==> config.mk <==
export PLATFORM = sky130hd
export DESIGN_NAME = sprs_ram
export DESIGN_NICKNAME = d
export VERILOG_FILES = /design/src/rtl/core/sprs_ram.sv
export SDC_FILE = /design/constraint.sdc
export NUM_CORES = 2
export LEC_CHECK = 0
export ABC_CLOCK_PERIOD_IN_PS = 2100
export BUFFER_PORTS_ARGS = -buffer_cell sky130_fd_sc_hd__buf_2
export CORE_ASPECT_RATIO = 1.75
export CORE_MARGIN = 10
export CORE_UTILIZATION = 51
export CTS_CLUSTER_DIAMETER = 150
export CTS_CLUSTER_SIZE = 16
export DETAILED_ROUTE_END_ITERATION = 8
export PLACE_DENSITY = 0.69
export SYNTH_ARGS = -nofsm -noshare
export SYNTH_HDL_FRONTEND = slang
export SYNTH_SLANG_ARGS = --single-unit
==> constraint.sdc <==
create_clock -name clock -period 2.1 [get_ports clock]
set_input_delay 0.315 -clock clock [delete_from_list [all_inputs] [get_ports clock]]
set_output_delay 0.315 -clock clock [all_outputs]
set_load 0.05 [all_outputs]
==> src/rtl/core/sprs_ram.sv <==
// Generic single-port-write, single-port-read RAM with registered read data.
module sprs_ram #(
   parameter int WIDTH = 8,
   parameter int DEPTH = 256
) (
   input  logic                     clock,
   input  logic                     wr_en,
   input  logic [$clog2(DEPTH)-1:0] wr_addr,
   input  logic [WIDTH-1:0]         wr_data,
   input  logic [$clog2(DEPTH)-1:0] rd_addr,
   output logic [WIDTH-1:0]         rd_data
);

   logic [WIDTH-1:0] mem [DEPTH];
   logic [WIDTH-1:0] rd_data_ff;

   always_ff @(posedge clock) begin
      if (wr_en) begin
         mem[wr_addr] <= wr_data;
      end
      rd_data_ff <= mem[rd_addr];
   end

   assign rd_data = rd_data_ff;

endmodule

==> impl_metrics.ini <==
[run_status]
status = finished with violations
violations = negative setup slack

[die]
die-area_um2 = 172800
placeableCoreArea_um2 = 154900
pin_count = 34
fp.dieW_um = 318.6
die_y_um = 542.5
rows = 191
initial_core_util = 0.5137

[sta]
fin_skew_ns = 0.05638
finalWorstSetupSlack_ns = -0.2901
whs_ns = 0.06625
period_minus_slack_ns = 2.390
fin_setup_tns_ns = -0.8740
fin_crit_sh = 1.138
rsz0062_at_grt = yes
hold_viol = 0
setup_viol = 8
max_slew_margin = 0.5033
slew_violations = 0
worst_slew_pin_slew_ns = 0.7451
fmax_mhz = 418.4

[routing]
first_pass_iters = 5
detail_route.wl_per_cell_um = 31.46
drt_iter0_markers = 4819
drcViolationCount = 0
drtAntennaViolNets = 0
num_vias = 40948
wl_um = 203900
via_per_inst = 6.317

[clock_network]
insertion_delay_ns = 0.82
cts_tree = done
clockRootBuffer = clkbuf_16
post_cts_buffers = 0
cts_buffers = 154
clockBufferDepth = 4
h-tree-depth = 4
cts_num_sinks = 2056
clk_pin_slew_ns = 0.07

[worst_setup_path]
max_stage_delay_ns = 0.55
startpoint_type = register
crit_path_end_kind = register
r2r_start = mem[135][0]
crit_buf_inv = 1
crit_arrival_ns = 3.03
slowest_stage = mux4_2
path_depth = 7
reg2regPathDepth = 7
startpoint = mem[135][0]
cp_cell_sequence = mux4_2, mux4_2, nor2_4, a2111oi_4, nor3_4, buf_6, nor4_4
path_class = register to register
cp_common_cell = mux4_2
worst-endpoint-required_ns = 2.74
crit_path_max_fanout = 1
critPathTopFamily = multiplexers

[yosys]
ys_types = 55
synth_area_leaders = edfxtp_1, mux4_2, mux2i_1
synth_area_per_cell_um2 = 21.31
synth_edf_count = 2048
synthFlopType = edfxtp_1
async_flop_share = 0
syn-num-nets = 3759
ys_ff_latch = 2056
synth_top_area_share = 0.7730
synth_warnings = 0
synthCells = 3733
seq_area_frac_synth = 0.7750
synth_area_um2 = 79560
synth_top_cell_by_area = edfxtp_1

[pwr]
cellPowerDensity_nw_per_um2 = 833.7
ir_worst_vdd_mv = 0.9490
power_leakage_nw = 29.62

[cells_and_area]
layout.cells.most_common_list = edfxtp_1, buf_4, mux4_2
design_area_um2 = 92100
layout.cells.non_filler = 6482
nets = 4450
synthToLayoutAreaGrowth_pct = 15.77
drive_gt1_frac = 0.3277
layout_commonest_cell = edfxtp_1
post-route-util = 0.5947

[grt]
grtUsageMet1 = 0.2683
grt_pass1_vias = 42453
overflow = 0
grt_pass1_wl_um = 297200
antenna_found_initial = 10
met2_usage = 0.4274
grtUsageTotal = 0.2345
grt_max_degree = 91
grt_util_met3 = 0.03222
gr-max-usage-layer = met2

[min_path]
hold_path.class = input pin to register
hold_path.startpoint = wr_data[6]
holdPathStages = 1

[placement]
place_area_um2 = 87690
place_congestion = 0.9059
dp_hpwl_um = 139800
dp.cells = 6290
numPortBuffers = 33

[job]
cap_violations = 0
worst reg2reg max path, cell delays in order, from the launching register on:
cell	delay, ns
edfxtp_1	0.39
mux4_2	0.55
mux4_2	0.52
nor2_4	0.14
a2111oi_4	0.06
nor3_4	0.37
buf_6	0.18
nor4_4	0.04
synth_stat cells, types with 2 or more instances:
cell type	number
edfxtp_1	2048
buf_8	13
a211oi_1	16
nand4_1	10
a22o_1	8
buf_4	27
o32ai_1	4
buf_2	31
and2_1	6
o22ai_1	28
nor3_1	22
nor2_1	282
mux4_1	2
a311oi_1	2
nor4_1	24
clkbuf_1	111
mux2i_1	134
o21ai_1	2
o21ai_0	10
o22a_1	5
dfxtp_1	8
mux4_2	454
a21oi_1	96
and3b_1	2
a2111oi_1	2
buf_12	8
nor4_2	3
a2111oi_0	2
a221oi_1	13
o211ai_1	10
nor2b_1	31
a22oi_1	133
nand2_1	33
a31oi_1	2
nand3_1	34
buf_1	22
o221ai_1	46
buf_6	21
nand2b_1	8
nand3b_1	2
or2_2	4
layer usage:
| layer | up-vias | share of wire |
|---|---|---|
| li1 | 16939 | - |
| met1 | 21639 | 0.33 |
| met2 | 1855 | 0.54 |
| met3 | 503 | 0.067 |
| met4 | 12 | 0.058 |
| met5 | - | 0.00044 |
worst paths after layout:
kind	endpoint	slack (ns)
min	mem[51][6]	0.07
max	rd_data[0]	-0.29
max reg2reg	rd_data[0]	-0.29
min reg2reg	rd_data[5]	1.10
area by class of cell:
type	count	area, um^2
Clock inverter	5	43.79
Antenna cell	4	10.01
Clock buffer	179	4011
Inverter	2	7.507
Multi-Input combinational cell	1442	16900
Timing Repair Buffer	768	6937
Tap cell	2026	2535
Sequential cell	2056	61660
Fill cell	10909	62760
registers in the layout (all words and copies together) (netlist names):
signal   count
rd_data      8
mem       2048
logic make-up (layout without fill, tap and decap cells):
group | Yosys count | count (layout) | synth area share
compound gates | 385 | 385 | 0.03419
buf+inv | 235 | 954 | 0.01831
flops | 2056 | 2056 | 0.7750
mux | 591 | 591 | 0.1462
other cells | 0 | 4 | 0
simple gates | 466 | 466 | 0.02628
metrics by stage:
stage	total power, W	setup slack (ns)
2_1_floorplan	0.04851	-0.03383
3_3_place_gp	0.05103	-1.545
3_5_place_dp	0.05111	-1.552
4_1_cts	0.07716	-0.3656
5_1_grt	0.07865	-0.2989
6_report	0.07678	-0.2901
power by group:
group | leakage [nW] | internal, W | switching (W) | total [W]
sequential | 18.5 | 0.0452 | 0.0000619 | 0.0452
combinational | 9.17 | 0.00202 | 0.00303 | 0.00505
clock | 1.98 | 0.0134 | 0.0131 | 0.0265
total | 29.6 | 0.0606 | 0.0162 | 0.0768
repair_timing:
| item | CTS | global route |
|---|---|---|
| pin swaps | 19 | 13 |
| endpoints found under the hold margin | 99 | 0 |
| hold buffers | 5 | 0 |
| gates resized for setup | 36 | 15 |
| endpoints found under the setup margin | 8 | 8 |
Note: power is estimated with default switching activity, not from simulation.
